`config.mk`:
```
export PLATFORM = sky130hd
export DESIGN_NAME = indexed_list_with_insert_shift
export DESIGN_NICKNAME = d
export VERILOG_FILES = /design/src/sv/ilist_pkg.sv /design/src/sv/ilist_dp.sv /design/src/sv/ilist_ctrl.sv /design/src/sv/indexed_list_with_insert_shift.sv
export SDC_FILE = /design/constraint.sdc
export NUM_CORES = 2
export LEC_CHECK = 0
export BUFFER_PORTS_ARGS = -buffer_cell sky130_fd_sc_hd__buf_2
export CAP_MARGIN = 30
export CORE_UTILIZATION = 30
export CTS_CLUSTER_DIAMETER = 120
export DETAILED_ROUTE_END_ITERATION = 16
export GPL_TIMING_DRIVEN = 0
export SETUP_SLACK_MARGIN = 0.02
export SLEW_MARGIN = 10
export SYNTH_ARGS = -nofsm -noshare
export SYNTH_HDL_FRONTEND = slang
export SYNTH_SLANG_ARGS = --single-unit
export TNS_END_PERCENT = 100
```
`constraint.sdc`:
```
create_clock -name clk -period 8.75 [get_ports clk]
set_clock_uncertainty 0.05 [all_clocks]
set_input_delay 0.4375 -clock clk [delete_from_list [all_inputs] [get_ports clk]]
set_output_delay 0.4375 -clock clk [all_outputs]
set_load 0.005 [all_outputs]
```
`src/sv/ilist_pkg.sv`:
```
package ilist_pkg;

  // Default list size
  localparam int DEF_CAPACITY = 64;

  // Field widths
  localparam int CMD_W  = 3;
  localparam int POS_W  = 6;
  localparam int WORD_W = 32;
  localparam int STAT_W = 2;
  localparam int FILL_W = 7;

  // Command codes
  localparam logic [CMD_W-1:0] CMD_APPEND = 3'd0;
  localparam logic [CMD_W-1:0] CMD_INSERT = 3'd1;
  localparam logic [CMD_W-1:0] CMD_POP    = 3'd2;
  localparam logic [CMD_W-1:0] CMD_GET    = 3'd3;
  localparam logic [CMD_W-1:0] CMD_SET    = 3'd4;
  localparam logic [CMD_W-1:0] CMD_CLEAR  = 3'd5;

  // Status codes
  localparam logic [STAT_W-1:0] ST_OK    = 2'd0;
  localparam logic [STAT_W-1:0] ST_INDEX = 2'd1;
  localparam logic [STAT_W-1:0] ST_FULL  = 2'd2;
  localparam logic [STAT_W-1:0] ST_EMPTY = 2'd3;

  // Memory write address and data source
  typedef enum logic [1:0] {
    WSEL_END,
    WSEL_POS,
    WSEL_SHIFT
  } wsel_t;

  // Memory read address source
  typedef enum logic {
    RSEL_POS,
    RSEL_PTR
  } rsel_t;

  // Entry count update
  typedef enum logic [1:0] {
    CNT_HOLD,
    CNT_INC,
    CNT_DEC,
    CNT_ZERO
  } cnt_op_t;

  // Result word source
  typedef enum logic [1:0] {
    OSEL_ZERO,
    OSEL_ONES,
    OSEL_RDATA
  } osel_t;

  // Controller to datapath commands
  typedef struct packed {
    logic              load_in;
    logic              wr_en;
    wsel_t             wr_sel;
    logic              rd_en;
    rsel_t             rd_sel;
    cnt_op_t           cnt_op;
    logic              ptr_load;
    logic              ptr_dec;
    logic              out_load;
    logic [STAT_W-1:0] out_status;
    osel_t             out_sel;
  } dp_cmd_t;

  // Datapath to controller status
  typedef struct packed {
    logic [CMD_W-1:0] cmd;
    logic             pos_ok;
    logic             full;
    logic             empty;
    logic             shift_last;
    logic             out_free;
  } dp_stat_t;

endpackage

```
`src/sv/ilist_dp.sv`:
```
module ilist_dp #(
  parameter int CAPACITY = ilist_pkg::DEF_CAPACITY
) (
  input  logic                                   clk,
  input  logic                                   rst_n,
  input  logic        [ilist_pkg::CMD_W-1:0]     in_command,
  input  logic        [ilist_pkg::POS_W-1:0]     in_position,
  input  logic signed [ilist_pkg::WORD_W-1:0]    in_word_in,
  input  logic                                   out_stall,
  input  ilist_pkg::dp_cmd_t                     cmd,
  output ilist_pkg::dp_stat_t                    stat,
  output logic                                   out_valid,
  output logic signed [ilist_pkg::WORD_W-1:0]    out_word_out,
  output logic        [ilist_pkg::STAT_W-1:0]    out_status,
  output logic        [ilist_pkg::FILL_W-1:0]    out_fill_count
);
  import ilist_pkg::*;

  localparam int AW   = $clog2(CAPACITY);
  localparam int CW   = $clog2(CAPACITY + 1);
  localparam int CMPW = (CW > POS_W) ? CW : POS_W;
  localparam int FW   = (CW < FILL_W) ? CW : FILL_W;

  logic [WORD_W-1:0] mem [CAPACITY];

  logic [CMD_W-1:0]  cmd_r;
  logic [POS_W-1:0]  pos_r;
  logic [WORD_W-1:0] word_r;
  logic [WORD_W-1:0] rdata_r;
  logic [AW-1:0]     ptr_r;
  logic [AW-1:0]     ptr_nxt;
  logic [CW-1:0]     cnt_r;
  logic [CW-1:0]     cnt_nxt;
  logic              out_valid_r;
  logic              out_valid_nxt;
  logic [WORD_W-1:0] out_word_r;
  logic [STAT_W-1:0] out_status_r;
  logic [FILL_W-1:0] out_fill_r;
  logic [AW-1:0]     pos_idx;
  logic [AW-1:0]     ptr_dn;
  logic [AW-1:0]     wr_addr;
  logic [WORD_W-1:0] wr_data;
  logic [AW-1:0]     rd_addr;
  logic [WORD_W-1:0] out_word_nxt;

  assign pos_idx = AW'(pos_r);
  assign ptr_dn  = AW'(ptr_r - 1'b1);

  // Report status to the controller
  assign stat.cmd        = cmd_r;
  assign stat.pos_ok     = CMPW'(pos_r) < CMPW'(cnt_r);
  assign stat.full       = (cnt_r == CW'(CAPACITY));
  assign stat.empty      = (cnt_r == '0);
  assign stat.shift_last = (ptr_dn == pos_idx);
  assign stat.out_free   = !out_valid_r || !out_stall;

  // Select memory write address and data
  always_comb begin
    wr_addr = AW'(cnt_r);
    wr_data = word_r;
    case (cmd.wr_sel)
      WSEL_END: begin
        wr_addr = AW'(cnt_r);
        wr_data = word_r;
      end
      WSEL_POS: begin
        wr_addr = pos_idx;
        wr_data = word_r;
      end
      WSEL_SHIFT: begin
        wr_addr = ptr_r;
        wr_data = rdata_r;
      end
      default: begin
        wr_addr = AW'(cnt_r);
        wr_data = word_r;
      end
    endcase
  end

  assign rd_addr = (cmd.rd_sel == RSEL_PTR) ? ptr_dn : pos_idx;

  // Update the entry count
  always_comb begin
    case (cmd.cnt_op)
      CNT_HOLD: cnt_nxt = cnt_r;
      CNT_INC:  cnt_nxt = CW'(cnt_r + 1'b1);
      CNT_DEC:  cnt_nxt = CW'(cnt_r - 1'b1);
      CNT_ZERO: cnt_nxt = '0;
      default:  cnt_nxt = cnt_r;
    endcase
  end

  // Advance the shift pointer
  always_comb begin
    ptr_nxt = ptr_r;
    if (cmd.ptr_load) begin
      ptr_nxt = AW'(cnt_r);
    end else if (cmd.ptr_dec) begin
      ptr_nxt = ptr_dn;
    end
  end

  // Select the result word
  always_comb begin
    case (cmd.out_sel)
      OSEL_ZERO:  out_word_nxt = '0;
      OSEL_ONES:  out_word_nxt = '1;
      OSEL_RDATA: out_word_nxt = rdata_r;
      default:    out_word_nxt = '0;
    endcase
  end

  // Hold the result until the receiver takes it
  assign out_valid_nxt = cmd.out_load || (out_valid_r && out_stall);

  // Control registers
  always_ff @(posedge clk) begin
    if (!rst_n) begin
      cnt_r       <= '0;
      out_valid_r <= 1'b0;
    end else begin
      cnt_r       <= cnt_nxt;
      out_valid_r <= out_valid_nxt;
    end
  end

  // Payload registers
  always_ff @(posedge clk) begin
    ptr_r <= ptr_nxt;
    if (cmd.load_in) begin
      cmd_r  <= in_command;
      pos_r  <= in_position;
      word_r <= in_word_in;
    end
    if (cmd.out_load) begin
      out_word_r   <= out_word_nxt;
      out_status_r <= cmd.out_status;
      out_fill_r   <= FILL_W'(cnt_nxt[FW-1:0]);
    end
  end

  // Entry memory: one write and one registered read port
  always_ff @(posedge clk) begin
    if (cmd.wr_en) begin
      mem[wr_addr] <= wr_data;
    end
    if (cmd.rd_en) begin
      rdata_r <= mem[rd_addr];
    end
  end

  assign out_valid      = out_valid_r;
  assign out_word_out   = out_word_r;
  assign out_status     = out_status_r;
  assign out_fill_count = out_fill_r;

`ifndef NO_ASSERTIONS
  a_cnt_bound: assert property (@(posedge clk) disable iff (!rst_n)
    cnt_r <= CW'(CAPACITY))
    else $error("entry count exceeds capacity");

  a_out_free: assert property (@(posedge clk) disable iff (!rst_n)
    cmd.out_load |-> (!out_valid_r || !out_stall))
    else $error("result loaded over a pending transaction");

  a_shift_above: assert property (@(posedge clk) disable iff (!rst_n)
    (cmd.wr_en && cmd.wr_sel == WSEL_SHIFT) |-> (ptr_r > pos_idx))
    else $error("shift write at or below insert position");

  a_fill_match: assert property (@(posedge clk) disable iff (!rst_n)
    cmd.out_load |=> (out_fill_r == FILL_W'(cnt_r[FW-1:0])))
    else $error("reported fill count differs from entry count");
`endif

endmodule

```
`src/sv/ilist_ctrl.sv`:
```
module ilist_ctrl (
  input  logic                clk,
  input  logic                rst_n,
  input  logic                in_valid,
  input  ilist_pkg::dp_stat_t stat,
  output logic                in_stall,
  output ilist_pkg::dp_cmd_t  cmd
);
  import ilist_pkg::*;

  typedef enum logic [2:0] {
    S_IDLE,
    S_EXEC,
    S_GET_WAIT,
    S_SHIFT_RD,
    S_SHIFT_WR,
    S_INS_WR
  } state_t;

  state_t state_r;
  state_t state_nxt;

  assign in_stall = (state_r != S_IDLE);

  // Decode the command and sequence the insert shift
  always_comb begin
    state_nxt      = state_r;
    cmd            = '0;
    cmd.wr_sel     = WSEL_END;
    cmd.rd_sel     = RSEL_POS;
    cmd.cnt_op     = CNT_HOLD;
    cmd.out_status = ST_OK;
    cmd.out_sel    = OSEL_ZERO;
    case (state_r)
      S_IDLE: begin
        if (in_valid) begin
          cmd.load_in = 1'b1;
          state_nxt   = S_EXEC;
        end
      end
      S_EXEC: begin
        if (stat.out_free) begin
          state_nxt = S_IDLE;
          case (stat.cmd)
            CMD_APPEND: begin
              cmd.out_load = 1'b1;
              if (stat.full) begin
                cmd.out_status = ST_FULL;
              end else begin
                cmd.wr_en  = 1'b1;
                cmd.wr_sel = WSEL_END;
                cmd.cnt_op = CNT_INC;
              end
            end
            CMD_INSERT: begin
              if (!stat.pos_ok) begin
                cmd.out_load   = 1'b1;
                cmd.out_status = ST_INDEX;
              end else if (stat.full) begin
                cmd.out_load   = 1'b1;
                cmd.out_status = ST_FULL;
              end else begin
                cmd.ptr_load = 1'b1;
                state_nxt    = S_SHIFT_RD;
              end
            end
            CMD_POP: begin
              cmd.out_load = 1'b1;
              if (stat.empty) begin
                cmd.out_status = ST_EMPTY;
              end else begin
                cmd.cnt_op = CNT_DEC;
              end
            end
            CMD_GET: begin
              if (!stat.pos_ok) begin
                cmd.out_load   = 1'b1;
                cmd.out_status = ST_INDEX;
                cmd.out_sel    = OSEL_ONES;
              end else begin
                cmd.rd_en  = 1'b1;
                cmd.rd_sel = RSEL_POS;
                state_nxt  = S_GET_WAIT;
              end
            end
            CMD_SET: begin
              cmd.out_load = 1'b1;
              if (!stat.pos_ok) begin
                cmd.out_status = ST_INDEX;
              end else begin
                cmd.wr_en  = 1'b1;
                cmd.wr_sel = WSEL_POS;
              end
            end
            CMD_CLEAR: begin
              cmd.out_load = 1'b1;
              cmd.cnt_op   = CNT_ZERO;
            end
            default: begin
              cmd.out_load = 1'b1;
            end
          endcase
        end
      end
      S_GET_WAIT: begin
        if (stat.out_free) begin
          cmd.out_load = 1'b1;
          cmd.out_sel  = OSEL_RDATA;
          state_nxt    = S_IDLE;
        end
      end
      S_SHIFT_RD: begin
        cmd.rd_en  = 1'b1;
        cmd.rd_sel = RSEL_PTR;
        state_nxt  = S_SHIFT_WR;
      end
      S_SHIFT_WR: begin
        cmd.wr_en   = 1'b1;
        cmd.wr_sel  = WSEL_SHIFT;
        cmd.ptr_dec = 1'b1;
        state_nxt   = stat.shift_last ? S_INS_WR : S_SHIFT_RD;
      end
      S_INS_WR: begin
        if (stat.out_free) begin
          cmd.wr_en    = 1'b1;
          cmd.wr_sel   = WSEL_POS;
          cmd.cnt_op   = CNT_INC;
          cmd.out_load = 1'b1;
          state_nxt    = S_IDLE;
        end
      end
      default: begin
        state_nxt = S_IDLE;
      end
    endcase
  end

  // Hold state
  always_ff @(posedge clk) begin
    if (!rst_n) begin
      state_r <= S_IDLE;
    end else begin
      state_r <= state_nxt;
    end
  end

`ifndef NO_ASSERTIONS
  a_cnt_with_result: assert property (@(posedge clk) disable iff (!rst_n)
    (cmd.cnt_op != CNT_HOLD) |-> cmd.out_load)
    else $error("entry count changed without a result");

  a_accept_exec: assert property (@(posedge clk) disable iff (!rst_n)
    (in_valid && !in_stall) |=> (state_r == S_EXEC))
    else $error("accepted transaction not decoded");
`endif

endmodule

```
`src/sv/indexed_list_with_insert_shift.sv`:
```
// Ordered list of signed 32-bit words held in one memory of CAPACITY entries.
// Input channel (in_valid/in_stall): in_command, in_position, in_word_in.
// Commands: append, insert at position, pop, get, set, clear.
// Result channel (out_valid/out_stall): out_word_out, out_status,
// out_fill_count; exactly one result transaction per input transaction.
// A successful get waits for the registered memory read before its result is
// loaded. A successful insert first moves each entry at or above the position
// up by one, with one read and one write on the single port pair per entry.
// One transaction is worked on at a time; the next is accepted in the cycle
// after the previous result is loaded.
// The result register parts the channels: a new transaction is accepted while
// a result waits, and a result that cannot be loaded because the receiver
// stalls holds the block in its final step with the entry count unchanged.
// Reset empties the list and drops any pending result. Stored words are
// undefined until written.
module indexed_list_with_insert_shift #(
  parameter int CAPACITY = ilist_pkg::DEF_CAPACITY
) (
  input  logic                                clk,
  input  logic                                rst_n,
  input  logic                                in_valid,
  output logic                                in_stall,
  input  logic        [ilist_pkg::CMD_W-1:0]  in_command,
  input  logic        [ilist_pkg::POS_W-1:0]  in_position,
  input  logic signed [ilist_pkg::WORD_W-1:0] in_word_in,
  output logic                                out_valid,
  input  logic                                out_stall,
  output logic signed [ilist_pkg::WORD_W-1:0] out_word_out,
  output logic        [ilist_pkg::STAT_W-1:0] out_status,
  output logic        [ilist_pkg::FILL_W-1:0] out_fill_count
);
  import ilist_pkg::*;

  dp_cmd_t  cmd;
  dp_stat_t stat;

  // Sequence commands
  ilist_ctrl u_ctrl (
    .clk      (clk),
    .rst_n    (rst_n),
    .in_valid (in_valid),
    .stat     (stat),
    .in_stall (in_stall),
    .cmd      (cmd)
  );

  // Hold entries, count and result
  ilist_dp #(
    .CAPACITY (CAPACITY)
  ) u_dp (
    .clk            (clk),
    .rst_n          (rst_n),
    .in_command     (in_command),
    .in_position    (in_position),
    .in_word_in     (in_word_in),
    .out_stall      (out_stall),
    .cmd            (cmd),
    .stat           (stat),
    .out_valid      (out_valid),
    .out_word_out   (out_word_out),
    .out_status     (out_status),
    .out_fill_count (out_fill_count)
  );

endmodule

```
# Word level (Yosys, flattened, before mapping)

Memories as Yosys holds them, arrays and structs flattened. A register that Yosys moved wholly into a read port is not among the register bits.
Index checks and enable logic that the tools add are counted.

Reduce and logical (&&, ||, !) cells: 14
$lt $le $gt $ge: 1
Mux-type cells: 53
$add $sub $neg: 3
Equality and inequality tests: 22

Operators with widths:

| operator                                          | number |
|---|---|
| case mux 32 bit (2 select lines)                  | 1 |
| two-way mux 32 bit                                | 1 |
| case mux 7 bit (4 select lines)                   | 1 |
| two-way mux 3 bit                                 | 9 |
| two-way mux 2 bit                                 | 10 |
| two-way mux 6 bit                                 | 3 |
| case mux 3 bit (5 select lines)                   | 1 |
| two-way mux 1 bit                                 | 13 |
| == test 3 x 2 -> 1 bit (second input constant)    | 4 |
| == test 3 bit (second input constant)             | 4 |
| case mux 2 bit (2 select lines)                   | 3 |
| case mux 3 bit (2 select lines)                   | 2 |
| case mux 6 bit (2 select lines)                   | 1 |
| two-way mux 5 bit                                 | 2 |
| case mux 2 bit (5 select lines)                   | 1 |
| case mux 3 bit (3 select lines)                   | 1 |
| == test 2 bit (second input constant)             | 4 |
| two-way mux 8 bit                                 | 1 |
| adder 7 x 1 -> 7 bit (second input constant)      | 1 |
| == test 7 bit (second input constant)             | 1 |
| logical NOT 7 bit                                 | 1 |
| less-than comparator 6 x 7 -> 1 bit               | 1 |
| subtractor 7 x 1 -> 7 bit (second input constant) | 1 |
| == test 2 x 1 -> 1 bit (second input constant)    | 3 |
| other kinds (17)                                  | 23 |

Memories kept: 1
Input port bits: 45
RAM bits: 2048
Flip-flop bits (word level): 99
Output and inout port bits: 43

Memories:

| name     | words | bits a word | read ports | clocked after memory_dff | write ports | line           | text |
|---|---|---|---|---|---|---|---|
| u_dp.mem | 64    | 32          | 1          | 1                        | 1           | ilist_dp.sv:24 | `logic [WORD_W-1:0] mem [CAPACITY];` |

# Longest topological paths before layout

Depth in word-level cells: 8
Depth in mapped cells: 17
Depth with buffers taken out: 16

# Hierarchy

From an unflattened synthesis, not the netlist that was laid out.

Cells, all modules: 7240
Area, all modules: 92730.2 sq um

Modules (own cells, without submodules):

| module     | seq. area each (sq um) | cells each | area an instance (sq um) | instances |
|---|---|---|---|---|
| ilist_dp   | 65262.6                | 7171       | 92243.5                  | 1 |
| ilist_ctrl | 60.1                   | 69         | 486.7                    | 1 |

# Worst setup path before layout

No wires, ideal clock.

Kind: reg2reg
From: reg u_dp.pos_r[4] (netlist: u_dp.pos_idx[4])
To: mem u_dp.mem[61][0] (enable)
Library setup time: 0.595 ns
Buffers on the path: 1
Cell stages (with the launch flop): 14
Path slack: 0.280 ns
Arrival time: 7.825 ns
Cell sequence: edfxtp_1 -> ha_1 -> a21o_1 -> a21oi_1 -> o21ai_0 -> a21boi_0 -> a21oi_1 -> or2_2 -> ha_1 -> clkbuf_1 -> a22oi_1 -> o21a_1 -> nand3_1 -> a2111oi_0

Longest elaborated chain between the ends: 7

Ends and longest elaborated chain:

| what                                                                 | line                            | text |
|---|---|---|
| from (decl)                                                          | ilist_dp.sv:27                  | `logic [POS_W-1:0] pos_r;` |
| from (signal assigned)                                               | ilist_dp.sv:133                 | `pos_r <= in_position;` |
| less-than comparator 6 x 7 -> 1 bit                                  | ilist_dp.sv:51                  | `assign stat.pos_ok = CMPW'(pos_r) < CMPW'(cnt_r);` |
| two-way mux 3 bit                                                    | ilist_ctrl.sv:88                | `if (!stat.pos_ok) begin` |
| case mux 3 bit (2 select lines)                                      | ilist_ctrl.sv:44                | `case (stat.cmd)` |
| two-way mux 8 bit                                                    | ilist_ctrl.sv:42                | `if (stat.out_free) begin` |
| case mux 3 bit (3 select lines)                                      | ilist_ctrl.sv:34                | `case (state_r)` |
| == test 2 bit (tied with other cells)                                | ilist_dp.sv:61                  | `case (cmd.wr_sel)` |
| case mux 6 bit (2 select lines) or two-way mux 1 bit (tied branches) | ilist_dp.sv:61, ilist_dp.sv:146 |  |
| to (decl)                                                            | ilist_dp.sv:24                  |  |

Several ways; a longest one is shown, not always the timed one.

# Worst setup path after layout

From: reg u_dp.cnt_r[1]
To: mem u_dp.mem[61][10] (enable)

Longest elaborated chain between the ends: 7

Ends and longest elaborated chain:

| what                                                                 | line                               | text |
|---|---|---|
| from (decl)                                                          | ilist_dp.sv:32                     | `logic [CW-1:0] cnt_r;` |
| from (signal assigned)                                               | ilist_dp.sv:123                    | `cnt_r <= cnt_nxt;` |
| less-than comparator 6 x 7 -> 1 bit or == test 7 bit (tied branches) | ilist_dp.sv:51, ilist_dp.sv:52     |  |
| two-way mux 3 bit (on tied branches)                                 | ilist_ctrl.sv:88, ilist_ctrl.sv:47 |  |
| case mux 3 bit (2 select lines)                                      | ilist_ctrl.sv:44                   |  |
| two-way mux 8 bit                                                    | ilist_ctrl.sv:42                   |  |
| case mux 3 bit (3 select lines)                                      | ilist_ctrl.sv:34                   |  |
| == test 2 bit (tied with other cells)                                | ilist_dp.sv:61                     |  |
| case mux 6 bit (2 select lines) or two-way mux 1 bit (tied branches) | ilist_dp.sv:61, ilist_dp.sv:146    |  |

Several ways; a longest one is shown, not always the timed one.

==> results_dict.tcl <==
set metrics [dict create \
    fillCellCount 25130 \
    period_share_pct 78.55 \
    place_area_mm2 0.09131 \
    drv_cap 0 \
    ys_seq_area_share_pct 78.70 \
    place_ws_ns 1.921 \
    highest_layer "met4" \
    synth_area_leader_cell "edfxtp_1" \
    yosys_register_bits 2179 \
    synthCells 3743 \
    wire_per_inst_um 28.03 \
    firstDrtPassIters 5 \
    wl_met3_mm 18.65 \
    seqPwrFrac_pct 54.2 \
    grt_pass1_wl_mm 316.0 \
    yosysWarnings 0 \
    port-buffer-count 87 \
    die_h_um 528.0 \
    synthTopCellsByCount "2168 x edfxtp_1, 512 x mux4_2, 256 x o22ai_1" \
    crit_type "register to register" \
    status "completed" \
    cts_tree "done" \
    slew-limit-headroom_pct 30.48 \
    muxShareOfSynthArea_pct 14.41 \
    synth_cell_type_count 58 \
    initial_core_util_pct 30.26 \
    totalWireLength_mm 225.8 \
    fmaxAchievable_mhz 145.5 \
    synth_top_area_share_pct 78.43 \
    comb_power_share_pct 5.5 \
    drt-vias-per-instance 5.156 \
    synth-xor-area-share_pct 0.1477 \
    clk_pin_slew_ns 0.07 \
    gp_congestion 0.9006 \
    drive_gt1_share_pct 28.73 \
    grt_pass1_vias 41340 \
    ant_nets 0 \
    overflow 0 \
    die_width_um 528.0 \
    min_path_type "input pin to register" \
    drt_iter0_drc 5200 \
    synth_edf_count 2168 \
    async_flop_share_pct 0 \
    multiInputGateArea_mm2 0.01746 \
    post_cts_buffers 0 \
    leakagePower_nw 29.87 \
    regArea_mm2 0.06532 \
    route.detailed.drc 0 \
    vdd_drop_max_uv 218.0 \
    cts-root-buf "clkbuf_16" \
    cts-buffers-inserted 200 \
    cp-start-kind "register" \
    clk_latency_ns 0.84 \
    cp_data_arrival_time_ns 7.37 \
    syn2layout_area_growth_pct 18.18 \
    pwr_density_cell_mw_per_mm2 217.7 \
    ys.flop_type "edfxtp_1" \
    syn_avg_cell_area_um2 22.18 \
    p_int_mw 16.70 \
    fin_setup_tns_ns 0 \
    grt_antenna_before_repair 14 \
    final_nets 4262 \
    grt_use_total_pct 16.02 \
    fin_crit_ns 6.873 \
    synth-simple-area-share_pct 1.976 \
    rows 192 \
    yosys.area_share.adder_pct 0.2804 \
    worstMarginPinSlew_ns 1.036 \
    die_area_mm2 0.2788 \
    wl_met1_mm 90.13 \
    numClockSinks 2179 \
    syn_area_mm2 0.08301 \
    cp.required_ns 9.24 \
    syn-num-nets 3806 \
    synth.area.top_cells "edfxtp_1 78%, mux4_2 14%, o22ai_1 1.9%, buf_2 0.71%, a21oi_1 0.65%" \
    cp_max_fo 10 \
    synth-compound-area-share_pct 3.226 \
    stdcell_area_mm2 0.09809 \
    rsz0062_at_grt "false" \
    netSwitchingPower_mw 4.659 \
    htreeDepth 4 \
    setup_ws_ns 1.877 \
    clkPwrFrac_pct 40.3 \
    vias 41530 \
    endpoint_kind "register" \
    dp_hpwl_mm 152.4 \
    core_area_mm2 0.2743 \
    utilization_pct 35.76 \
    drv_slew 0 \
    hold_slack_ns 0.1788 \
    clockBufferDepth 3 \
    setup_violations 0 \
    grt_max_degree 65 \
    p_sw_share_pct 21.81 \
    synth_top_family_by_area "multiplexers" \
    boundaryPins 88 \
    post-synth-top-count-cell "edfxtp_1" \
    route.met2.wl_mm 109.1 \
    hold_violations 0 \
]
-- logic make-up after synthesis --
kind of cell / count (synthesis)
XOR/XNOR: 14
buffers and inverters: 224
flip-flops: 2179
AND/OR/NAND/NOR: 320
AO/OA/AOI/OAI: 437
multiplexers: 551
adder cells (fa/ha/maj): 18
-- registers in the layout, indices dropped and copies added, names as in the netlist --
signal,cells
u_dp.out_status,2
u_dp.ptr_r,6
u_dp.out_word_out,32
u_ctrl.state_r,3
u_dp.pos_idx,6
u_dp.word_r,32
u_dp.cmd_r,3
u_dp.cnt_r,7
u_dp.out_fill_count,7
u_dp.mem,2048
u_dp.out_valid,1
u_dp.rdata_r,32
-- final timing paths --
path                          from                     to  slack [ns]  cells past startpoint
setup / recovery     u_dp.cnt_r[1]       u_dp.mem[61][10]        1.88                     21
hold / removal           out_stall      u_ctrl.state_r[0]        0.18                      5
setup reg to reg     u_dp.cnt_r[1]       u_dp.mem[61][10]        1.88                     21
hold reg to reg   u_dp.rdata_r[27]  u_dp.out_word_out[27]        0.56                      2
-- cells in the final DEF (no fill, tap or decap), types with 11 or more instances in the layout --
cell type and n:
clkinv_1 46, buf_2 210, mux4_2 512, a21oi_4 63, clkbuf_1 102, dlygate4sd3_1 43, clkinv_2 39, ha_1 17
edfxtp_1 2168, nand2_1 79, buf_4 20, nand3_1 17, inv_1 23, or4_1 64, dfxtp_1 11, nor2_1 98
buf_16 35, bufinv_16 18, a21oi_1 44, o21ai_1 13, buf_12 58, clkbuf_16 200, o22ai_1 256, o21ai_0 11
mux2_4 24
-- worst max-delay path: stages (launching register included) --
cell	delay, ns
dfxtp_1	0.53
inv_1	0.11
ha_1	0.29
a21o_1	0.10
a21oi_1	0.08
o21ai_0	0.41
a21boi_0	0.24
a21oi_1	0.28
or2_2	0.16
ha_1	0.16
clkbuf_1	0.77
a22oi_1	0.27
o21ai_0	0.54
nand3_1	0.31
a2111oi_2	0.80
buf_4	0.28
buf_2	0.23
buf_2	0.23
buf_4	0.18
buf_2	0.17
buf_4	0.18
buf_4	0.17
-- per-stage QoR --
step,power [mW],instances
after floorplan,12.42,3743
after global placement,12.91,7516
after detailed placement,12.96,7639
after CTS,21.47,8047
after global routing,21.91,8049
final,21.36,8053
-- area by class of cell --
type	instances	area share, %
diodes	5	0.01276
clock buffers	238	5.247
clock inverters	127	1.209
multi-input cells	1340	17.80
flip-flops and latches	2179	66.59
well taps	3686	4.702
inverters	23	0.08801
plain buffers	201	0.9821
repair buffers	254	3.365
-- power by group through the flow --
stage / clock network, mW / registers (mW) / logic [mW]
2_1_floorplan: 0 / 11.8 / 0.632
3_3_place_gp: 0 / 11.8 / 1.10
3_5_place_dp: 0 / 11.8 / 1.17
4_1_cts: 8.72 / 11.6 / 1.18
5_1_grt: 9.11 / 11.6 / 1.24
6_report: 8.60 / 11.6 / 1.18
-- repair_timing --
item                      in CTS  in global routing
hold endpoints to repair      52                  0
hold buffers                  43                  0
gates resized for setup        0                  0
-- per-layer routing --
metal,track usage (%),vias up
met2,25.78,1819
met4,5.892,0
met5,0,-
li1,-,16940
met3,3.079,321
met1,21.53,22450
No activity file was read; power rests on OpenSTA's default activity.
